===== src/rtl/sdsr_pkg.sv =====
// shared types and constants of the sysex data-set receiver
package sdsr_pkg;

    localparam int MAX_PAYLOAD    = 65536;
    localparam int DATA_CNT_W     = $clog2(MAX_PAYLOAD + 1);
    localparam int BYTE_CNT_W     = 17;
    localparam int INDEX_W        = 16;
    localparam int ADDR_BYTES     = 4;
    localparam int FIFO_DEPTH     = 4;
    localparam int FIFO_PTR_W     = $clog2(FIFO_DEPTH);
    localparam int FIFO_CNT_W     = $clog2(FIFO_DEPTH + 1);

    localparam logic [BYTE_CNT_W-1:0] BYTE_COUNT_MAX = {BYTE_CNT_W{1'b1}};
    localparam logic [DATA_CNT_W-1:0] PAYLOAD_LIMIT  = DATA_CNT_W'(MAX_PAYLOAD);

    localparam logic [7:0] MANUFACTURER_ID = 8'h41;
    localparam logic [7:0] CMD_DATA_SET    = 8'h12;

    typedef enum logic [1:0] {
        ST_OK         = 2'd0,
        ST_BAD_DATA   = 2'd1,
        ST_BAD_HEADER = 2'd2,
        ST_CHECKSUM   = 2'd3
    } status_t;

    typedef enum logic [1:0] {
        REG_MODEL_ID     = 2'd0,
        REG_MODEL_ID_LEN = 2'd1,
        REG_DEVICE_ID    = 2'd2
    } reg_idx_t;

    localparam logic KIND_DATA   = 1'b0;
    localparam logic KIND_STATUS = 1'b1;

    typedef struct packed {
        logic [31:0] model_id;
        logic [2:0]  model_id_length;
        logic [6:0]  device_id;
    } cfg_t;

    typedef struct packed {
        logic               kind;
        logic [7:0]         data_byte;
        logic [31:0]        start_address;
        logic [INDEX_W-1:0] byte_index;
        status_t            status;
        logic               last_of_run;
    } result_t;

    typedef struct packed {
        logic [1:0] num;
        result_t    first;
        result_t    second;
    } push_t;

endpackage


===== src/rtl/sysex_data_set_receiver.sv =====
// top level of the sysex data-set receiver
// Takes one body byte of a data-set message per cycle on the input channel
// (checksum byte flagged by is_last) and returns data and status results
// through a four-entry result queue; every byte is processed in the cycle
// it is accepted, so the block sustains one byte per clock. in_ready drops
// only while fewer than two queue entries are free, since the closing byte
// can produce a data result and a status result together. Data results
// appear one byte late; the status result ends each message. Registers:
// model_id at 0x0, model_id_length at 0x4, device_id at 0x8.
module sysex_data_set_receiver (
    input  logic        clk,
    input  logic        rst_n,
    input  logic        psel,
    input  logic        penable,
    input  logic        pwrite,
    input  logic [3:0]  paddr,
    input  logic [31:0] pwdata,
    output logic [31:0] prdata,
    output logic        pready,
    input  logic        in_valid,
    output logic        in_ready,
    input  logic [7:0]  body_byte,
    input  logic        is_last,
    output logic        out_valid,
    input  logic        out_ready,
    output logic        kind,
    output logic [7:0]  data_byte,
    output logic [31:0] start_address,
    output logic [15:0] byte_index,
    output logic [1:0]  status,
    output logic        last_of_run
);
    import sdsr_pkg::*;

    cfg_t    cfg;
    push_t   push;
    result_t head;
    logic    accept;

    assign accept = in_valid && in_ready;

    sdsr_regs u_regs (
        .clk     (clk),
        .rst_n   (rst_n),
        .psel    (psel),
        .penable (penable),
        .pwrite  (pwrite),
        .paddr   (paddr),
        .pwdata  (pwdata),
        .prdata  (prdata),
        .pready  (pready),
        .cfg     (cfg)
    );

    sdsr_parser u_parser (
        .clk       (clk),
        .rst_n     (rst_n),
        .accept    (accept),
        .body_byte (body_byte),
        .is_last   (is_last),
        .cfg       (cfg),
        .push      (push)
    );

    sdsr_out_fifo u_out_fifo (
        .clk       (clk),
        .rst_n     (rst_n),
        .push      (push),
        .room      (in_ready),
        .out_valid (out_valid),
        .out_ready (out_ready),
        .head      (head)
    );

    assign kind          = head.kind;
    assign data_byte     = head.data_byte;
    assign start_address = head.start_address;
    assign byte_index    = head.byte_index;
    assign status        = head.status;
    assign last_of_run   = head.last_of_run;

endmodule


===== src/rtl/sdsr_regs.sv =====
// configuration registers with apb-style access
module sdsr_regs (
    input  logic               clk,
    input  logic               rst_n,
    input  logic               psel,
    input  logic               penable,
    input  logic               pwrite,
    input  logic [3:0]         paddr,
    input  logic [31:0]        pwdata,
    output logic [31:0]        prdata,
    output logic               pready,
    output sdsr_pkg::cfg_t     cfg
);
    import sdsr_pkg::*;

    cfg_t     cfg_reg;
    cfg_t     cfg_next;
    reg_idx_t idx;
    logic     wr_en;

    assign idx    = reg_idx_t'(paddr[3:2]);
    assign wr_en  = psel && penable && pwrite;
    assign pready = 1'b1;
    assign cfg    = cfg_reg;

    always_comb
    begin
        cfg_next = cfg_reg;
        if (wr_en)
        begin
            case (idx)
                REG_MODEL_ID:     cfg_next.model_id        = pwdata;
                REG_MODEL_ID_LEN: cfg_next.model_id_length = pwdata[2:0];
                REG_DEVICE_ID:    cfg_next.device_id       = pwdata[6:0];
                default:          cfg_next = cfg_reg;
            endcase
        end
    end

    always_comb
    begin
        case (idx)
            REG_MODEL_ID:     prdata = cfg_reg.model_id;
            REG_MODEL_ID_LEN: prdata = {29'd0, cfg_reg.model_id_length};
            REG_DEVICE_ID:    prdata = {25'd0, cfg_reg.device_id};
            default:          prdata = 32'd0;
        endcase
    end

    always_ff @(posedge clk or negedge rst_n)
    begin
        if (!rst_n)
        begin
            cfg_reg.model_id        <= 32'd0;
            cfg_reg.model_id_length <= 3'd1;
            cfg_reg.device_id       <= 7'd16;
        end
        else
        begin
            cfg_reg <= cfg_next;
        end
    end

endmodule


===== src/rtl/sdsr_parser.sv =====
// per-byte message state and result generation
module sdsr_parser (
    input  logic           clk,
    input  logic           rst_n,
    input  logic           accept,
    input  logic [7:0]     body_byte,
    input  logic           is_last,
    input  sdsr_pkg::cfg_t cfg,
    output sdsr_pkg::push_t push
);
    import sdsr_pkg::*;

    logic [BYTE_CNT_W-1:0] byte_count_reg, byte_count_next;
    logic                  mismatch_reg, mismatch_next;
    logic [6:0]            sum_reg, sum_next;
    logic [31:0]           address_reg, address_next;
    logic [7:0]            held_byte_reg, held_byte_next;
    logic                  held_valid_reg, held_valid_next;
    logic [DATA_CNT_W-1:0] data_count_reg, data_count_next;
    logic                  overflow_reg, overflow_next;

    logic [2:0]            len;
    logic [2:0]            hdr;
    logic [2:0]            pos3;
    logic [2:0]            sel;
    logic                  in_header;
    logic                  in_address;
    logic [7:0]            expect_hdr;
    logic [7:0]            model_byte;
    logic [6:0]            expect_sum;
    logic                  emit_held;
    result_t               held_res;
    result_t               status_res;
    status_t               status;

    always_comb
    begin
        if (cfg.model_id_length == 3'd0)
            len = 3'd1;
        else if (cfg.model_id_length > 3'd4)
            len = 3'd4;
        else
            len = cfg.model_id_length;
    end

    assign hdr        = len + 3'd3;
    assign pos3       = byte_count_reg[2:0];
    assign in_header  = byte_count_reg < BYTE_CNT_W'(hdr);
    assign in_address = byte_count_reg < (BYTE_CNT_W'(hdr) + BYTE_CNT_W'(ADDR_BYTES));
    assign sel        = len + 3'd1 - pos3;

    always_comb
    begin
        case (sel[1:0])
            2'd0:    model_byte = cfg.model_id[7:0];
            2'd1:    model_byte = cfg.model_id[15:8];
            2'd2:    model_byte = cfg.model_id[23:16];
            default: model_byte = cfg.model_id[31:24];
        endcase
    end

    always_comb
    begin
        if (pos3 == 3'd0)
            expect_hdr = MANUFACTURER_ID;
        else if (pos3 == 3'd1)
            expect_hdr = {1'b0, cfg.device_id};
        else if (pos3 < len + 3'd2)
            expect_hdr = model_byte;
        else
            expect_hdr = CMD_DATA_SET;
    end

    assign expect_sum = 7'd0 - sum_reg;
    assign emit_held  = held_valid_reg && !mismatch_reg;

    always_comb
    begin
        if (in_header)
            status = ST_BAD_DATA;
        else if (mismatch_reg)
            status = ST_BAD_HEADER;
        else if (body_byte != {1'b0, expect_sum})
            status = ST_CHECKSUM;
        else if (in_address)
            status = ST_BAD_DATA;
        else if (overflow_reg)
            status = ST_BAD_DATA;
        else
            status = ST_OK;
    end

    always_comb
    begin
        held_res.kind          = KIND_DATA;
        held_res.data_byte     = held_byte_reg;
        held_res.start_address = address_reg;
        held_res.byte_index    = INDEX_W'(data_count_reg - DATA_CNT_W'(1));
        held_res.status        = ST_OK;
        held_res.last_of_run   = !is_last;

        status_res.kind          = KIND_STATUS;
        status_res.data_byte     = 8'd0;
        status_res.start_address = address_reg;
        status_res.byte_index    = '0;
        status_res.status        = status;
        status_res.last_of_run   = 1'b1;
    end

    always_comb
    begin
        byte_count_next = byte_count_reg;
        mismatch_next   = mismatch_reg;
        sum_next        = sum_reg;
        address_next    = address_reg;
        held_byte_next  = held_byte_reg;
        held_valid_next = held_valid_reg;
        data_count_next = data_count_reg;
        overflow_next   = overflow_reg;
        push.num        = 2'd0;
        push.first      = held_res;
        push.second     = status_res;

        if (accept)
        begin
            if (is_last)
            begin
                if (emit_held)
                begin
                    push.num = 2'd2;
                end
                else
                begin
                    push.num   = 2'd1;
                    push.first = status_res;
                end
                byte_count_next = '0;
                mismatch_next   = 1'b0;
                sum_next        = '0;
                address_next    = '0;
                held_byte_next  = '0;
                held_valid_next = 1'b0;
                data_count_next = '0;
                overflow_next   = 1'b0;
            end
            else
            begin
                if (in_header)
                begin
                    if (body_byte != expect_hdr)
                        mismatch_next = 1'b1;
                end
                else
                begin
                    sum_next = sum_reg + body_byte[6:0];
                    if (in_address)
                    begin
                        address_next = {address_reg[23:0], body_byte};
                    end
                    else if (data_count_reg >= PAYLOAD_LIMIT)
                    begin
                        overflow_next = 1'b1;
                    end
                    else
                    begin
                        if (emit_held)
                            push.num = 2'd1;
                        held_byte_next  = body_byte;
                        held_valid_next = 1'b1;
                        data_count_next = data_count_reg + DATA_CNT_W'(1);
                    end
                end
                if (byte_count_reg != BYTE_COUNT_MAX)
                    byte_count_next = byte_count_reg + BYTE_CNT_W'(1);
            end
        end
    end

    always_ff @(posedge clk or negedge rst_n)
    begin
        if (!rst_n)
        begin
            byte_count_reg <= '0;
            mismatch_reg   <= 1'b0;
            sum_reg        <= '0;
            address_reg    <= '0;
            held_byte_reg  <= '0;
            held_valid_reg <= 1'b0;
            data_count_reg <= '0;
            overflow_reg   <= 1'b0;
        end
        else
        begin
            byte_count_reg <= byte_count_next;
            mismatch_reg   <= mismatch_next;
            sum_reg        <= sum_next;
            address_reg    <= address_next;
            held_byte_reg  <= held_byte_next;
            held_valid_reg <= held_valid_next;
            data_count_reg <= data_count_next;
            overflow_reg   <= overflow_next;
        end
    end

    a_pair_order: assert property (@(posedge clk) disable iff (!rst_n)
        push.num == 2'd2 |-> push.first.kind == KIND_DATA && push.second.kind == KIND_STATUS)
        else $error("two-result push not data then status");

    a_clear_after_last: assert property (@(posedge clk) disable iff (!rst_n)
        accept && is_last |=> byte_count_reg == '0 && !held_valid_reg && sum_reg == '0)
        else $error("message state not cleared after closing byte");

    a_no_data_on_mismatch: assert property (@(posedge clk) disable iff (!rst_n)
        push.num != 2'd0 && push.first.kind == KIND_DATA |-> !mismatch_reg)
        else $error("data emitted for a bad header");

    a_data_count_bound: assert property (@(posedge clk) disable iff (!rst_n)
        data_count_reg <= PAYLOAD_LIMIT)
        else $error("payload count past limit");

endmodule


===== src/rtl/sdsr_out_fifo.sv =====
// result queue taking up to two results per cycle
module sdsr_out_fifo (
    input  logic                clk,
    input  logic                rst_n,
    input  sdsr_pkg::push_t     push,
    output logic                room,
    output logic                out_valid,
    input  logic                out_ready,
    output sdsr_pkg::result_t   head
);
    import sdsr_pkg::*;

    result_t                mem [FIFO_DEPTH];
    logic [FIFO_PTR_W-1:0]  wr_ptr_reg, wr_ptr_next;
    logic [FIFO_PTR_W-1:0]  rd_ptr_reg, rd_ptr_next;
    logic [FIFO_CNT_W-1:0]  count_reg, count_next;
    logic                   pop;

    assign out_valid = count_reg != '0;
    assign room      = count_reg <= FIFO_CNT_W'(FIFO_DEPTH - 2);
    assign pop       = out_valid && out_ready;
    assign head      = mem[rd_ptr_reg];

    always_comb
    begin
        wr_ptr_next = wr_ptr_reg + FIFO_PTR_W'(push.num);
        rd_ptr_next = rd_ptr_reg + FIFO_PTR_W'(pop);
        count_next  = count_reg + FIFO_CNT_W'(push.num) - FIFO_CNT_W'(pop);
    end

    always_ff @(posedge clk)
    begin
        if (push.num != 2'd0)
            mem[wr_ptr_reg] <= push.first;
        if (push.num == 2'd2)
            mem[wr_ptr_reg + FIFO_PTR_W'(1)] <= push.second;
    end

    always_ff @(posedge clk or negedge rst_n)
    begin
        if (!rst_n)
        begin
            wr_ptr_reg <= '0;
            rd_ptr_reg <= '0;
            count_reg  <= '0;
        end
        else
        begin
            wr_ptr_reg <= wr_ptr_next;
            rd_ptr_reg <= rd_ptr_next;
            count_reg  <= count_next;
        end
    end

    a_count_bound: assert property (@(posedge clk) disable iff (!rst_n)
        count_reg <= FIFO_CNT_W'(FIFO_DEPTH))
        else $error("result queue overfilled");

    a_push_needs_room: assert property (@(posedge clk) disable iff (!rst_n)
        push.num != 2'd0 |-> room)
        else $error("push without room");

    a_ptr_consistent: assert property (@(posedge clk) disable iff (!rst_n)
        count_reg != FIFO_CNT_W'(FIFO_DEPTH) |->
            FIFO_PTR_W'(count_reg) == FIFO_PTR_W'(wr_ptr_reg - rd_ptr_reg))
        else $error("queue pointers disagree with count");

endmodule

===== config.mk =====
export PLATFORM = sky130hd
export DESIGN_NAME = sysex_data_set_receiver
export DESIGN_NICKNAME = d
export VERILOG_FILES = /design/src/rtl/sdsr_pkg.sv /design/src/rtl/sysex_data_set_receiver.sv /design/src/rtl/sdsr_regs.sv /design/src/rtl/sdsr_parser.sv /design/src/rtl/sdsr_out_fifo.sv
export SDC_FILE = /design/constraint.sdc
export NUM_CORES = 1
export LEC_CHECK = 0
export ABC_AREA = 1
export BUFFER_PORTS_ARGS = -buffer_cell sky130_fd_sc_hd__clkbuf_2
export CORE_MARGIN = 8
export CORE_UTILIZATION = 52
export CTS_CLUSTER_SIZE = 20
export DETAILED_ROUTE_END_ITERATION = 8
export MAX_ROUTING_LAYER = met4
export PLACE_DENSITY = 0.74
export SYNTH_ARGS = -nofsm -noshare
export SYNTH_HDL_FRONTEND = slang
export SYNTH_HIERARCHICAL = 1
export SYNTH_SLANG_ARGS = --single-unit
export TNS_END_PERCENT = 20

===== constraint.sdc =====
create_clock -name clk -period 13.8 [get_ports clk]
set_input_delay 2.76 -clock clk [delete_from_list [all_inputs] [get_ports clk]]
set_output_delay 2.76 -clock clk [all_outputs]
set_load 0.005 [all_outputs]

==> results.txt <==
The run finished with clean final reports. The destination of the worst register-to-register timing path is u_out_fifo/mem[3][14]. In the layout the commonest cells are 505 x nand2_1, 323 x o21ai_0, 282 x nor2_1. The leakage power summed over all cells came out at 0.00911 uW. The register-to-register setup slack came out at 8.91 ns. The die height came out at 214 um. The H-tree depth is 2. The delay of the slowest critical-path stage is 0.68 ns. Traced cell by cell, the critical path runs through clkbuf_2, nand2_1, inv_1, nand2_2, nor2_1, buf_4, inv_1, o41ai_1, nor2_4, nand2_4, nand2_2, buf_4. The total count of hold-check failures in the final report is 0.

In this run the post-CTS setup repair buffer count came out at 0. Leaving out fill and tap cells, the most frequent cell in the layout is nand2_1. The number of buffers inserted during clock tree synthesis is 40.

Setup repair after global routing left no endpoint under its margin. The number of setup violations in the final report is 0. By area the synthesized netlist is led by edfxtp_1 35%, dfrtp_1 16%, nand2_1 9.4%. The count of synthesis-stage warnings from yosys is 6.

The synthesis-to-finish area growth came out at 6.98%. The worst setup path is captured at a flop. The residual overflow from global routing came out at 0. The die width is 214 um. The number of cell rows came out at 72.

The tree is rooted in a clkbuf_16. The die covers 45700 sq um. The post-route standard cell area excluding fillers came out at 21800 sq um. The path with the worst hold slack has its endpoint at u_regs/cfg[4]. The wire length of the first global-routing pass is 78.6 mm. The area of the multi-input gates is 7630 sq um. The total half-perimeter wirelength after legalization and detailed placement is 31.3 mm.

The core area came out at 38600 sq um. The worst hold-check path type is reg -> reg. Timing analysis after detailed placement gives a worst setup slack of 6.85 ns.

The area of the mapped netlist came out at 20400 sq um. The sequential share of the synthesized area is 51.8%. Counting every sink on the clock net gives 373. The worst-case vdd ir drop came out at 0.0982 mV. The largest driver fanout on the critical path came out at 60. The worst path arrival time came out at 6.54 ns. Of the cells placed in the final design, the portion with a size suffix greater than 1 is 13.1%. In this run the remaining antenna-violating nets after routing total 0. The flip-flop count of the largest register after layout came out at 240. The detailed-route via count is 15900. The final worst slack came out at 7.43 ns.

The initial utilization of the core area, before any placement, comes to 52.7%. In this run, synthesis inferred 240 flip-flops with an integrated enable. In the synthesized netlist the dominant register cell turns out to be edfxtp_1. The final number of max-transition violations came to 0.

In the routed design, unresolved DRC markers number 0. The library cell with the largest summed area after synthesis is edfxtp_1. The number of detailed-routing iterations run before antenna repair came out at 6. The critical path in this run is classified as in -> reg.

The post-synthesis cell type count is 48. The number of cells upsized or downsized after cts came out at 0. The worst-case reg-to-reg path depth is 17. The via count of the first global-routing pass came to 15500. The slowest library cell on the worst path is buf_4. Clock latency on the worst-skew pair, taken at its later pin, is 0.54 ns. The total negative slack is 0 ns.

The placement-stage cell area is 20500 sq um. The hold path startpoint is u_regs/cfg[4]. In this run, post-CTS hold repair placed 0 buffers. The total wirelength of the detailed-routed design came out at 49.8 mm. The clock period minus worst slack is 6.37 ns. Max-cap violations in this run came to 0. The maximum clock insertion buffer count came out at 3.

The mean area per synthesized cell came out at 8.61 sq um. The routability congestion estimate from global placement came out at 0.892. The largest net degree at the start of global routing is 93. The total of fill cells in the finished design came out at 3332. The maximum clock frequency came out at 157 MHz. The largest delay contributor family on the critical path is simple AND/OR/NAND/NOR gates.

The slew at the pin closest to its max-slew limit is 1.12 ns. The number of standard cells in the layout, taps in and fillers out came out at 2930. After layout, the worst path uses 46.2% of the clock period. The post-route clock skew came out at 0.0141 ns. The net count of the finished layout is 2457. Counting instances, the worst hold path has a depth of 2. The portion of synthesized cell area occupied by the leading cell type is 35.4%.

Data on the critical path is required at its endpoint by 13.97 ns. In this run the critical register-to-register path is launched from u_regs/cfg[7]. Clock-pin slew was measured on the worst setup and hold paths at 0.06 ns. The I/O pin count is 147. The share of synthesized registers carrying an async set or reset is 35.7%.

The number of buffers and inverters on the critical path came out at 5. The number of storage elements in the synthesis netlist came out at 373. The final-layout worst hold slack came out at 0.480 ns. The initial antenna violation count came out at 1.

The number of vias per cell after detailed routing is 5.44. The kind of launch point of the worst setup path is an input pin. The worst slew margin relative to its limit came out at 25.1%. The number of instances in the synthesized netlist came out at 2364.

TritonCTS built the clock tree. The all-layer global routing usage came out at 22.1%. The sequential cell area is 10500 sq um. Power spread over the standard cell area amounts to 190 nW/um^2.

Input and output buffers added on the ports amount to 143. The average wire length per cell after detail routing is 17.0 um. In this run, placement finished with an instance count of 2856.

The first routing iteration left 1235 violations.
-- synth_stat cells (2+ instances only) --
library cell	n
o21ai_1	101
nor2_2	8
nand2_2	18
o21a_1	2
o21ai_2	41
nand3_2	3
conb_1	3
inv_2	9
nor3_2	2
edfxtp_1	240
dfrtp_1	131
buf_2	37
nor2_4	5
nor4_1	7
a21oi_1	37
dfstp_2	2
nand2_1	509
ha_1	23
nor3_1	13
xor2_1	18
nor2_1	282
nand2_4	3
o21bai_1	3
fa_1	2
buf_4	93
inv_1	224
xnor2_1	6
buf_6	36
clkbuf_1	43
nand3_1	62
nand4_1	7
o22ai_1	53
o211ai_1	4
o21ai_0	323
-- stage by stage --
step / total power (uW) / util (%)
floorplan: 2640 / -
global placement: 3050 / 53.1
detailed placement: 3110 / 53.1
CTS: 4150 / 56.4
global route: 4420 / 56.4
finish: 4130 / 56.4
-- cells by family (layout without fill, tap and decap cells) --
| kind of cell | count (synthesis) | count (layout) | share of synthesized area (%) |
|---|---|---|---|
| AND/OR/NAND/NOR | 927 | 927 | 18.8 |
| AO/OA/AOI/OAI | 568 | 568 | 15.2 |
| buffers and inverters | 444 | 464 | 11.5 |
| flip-flops | 373 | 373 | 51.8 |
| adder cells (fa/ha/maj) | 25 | 25 | 1.61 |
| XOR/XNOR | 24 | 24 | 1.03 |
| other | 3 | 31 | 0.0553 |
-- metal layers --
metal / vias to the layer above / share of wire [%] / global-route usage, %
met5: - / 0 / -
met4: 0 / 3.0 / 8.20
met3: 97 / 6.8 / 3.57
met2: 542 / 51 / 38.4
met1: 7565 / 40 / 25.6
li1: 7743 / - / -
-- power breakdown --
group          switching, uW  internal, uW  leakage [uW]
clock                    429           604      0.000610
combinational           1040           518       0.00454
sequential               122          1420       0.00396
total                   1590          2540       0.00911
-- area by class of cell --
type	instances	area share, %
Multi-Input combinational cell	1574	35.0
Clock buffer	60	5.18
Tap cell	518	2.98
Sequential cell	373	48.4
Antenna cell	1	0.0115
Clock inverter	13	0.574
Timing Repair Buffer	157	3.80
Inverter	234	4.04
-- how the worst max path moves through the flow --
stage                                  to  startpoint  cells past startpoint
floorplan            u_out_fifo/mem[3][0]    in_valid                     10
global placement    u_out_fifo/mem[3][14]    in_valid                     12
detailed placement  u_out_fifo/mem[3][10]    in_valid                     12
CTS                 u_out_fifo/mem[3][14]    in_valid                     12
global route        u_out_fifo/mem[3][11]    in_valid                     12
finish              u_out_fifo/mem[3][14]    in_valid                     12
-- worst min-delay path: stages (launching register included) --
cell	delay [ns]
dfstp_2	0.37
nand2_1	0.06
nand2_1	0.05
Note: power is estimated with default switching activity, not from simulation.
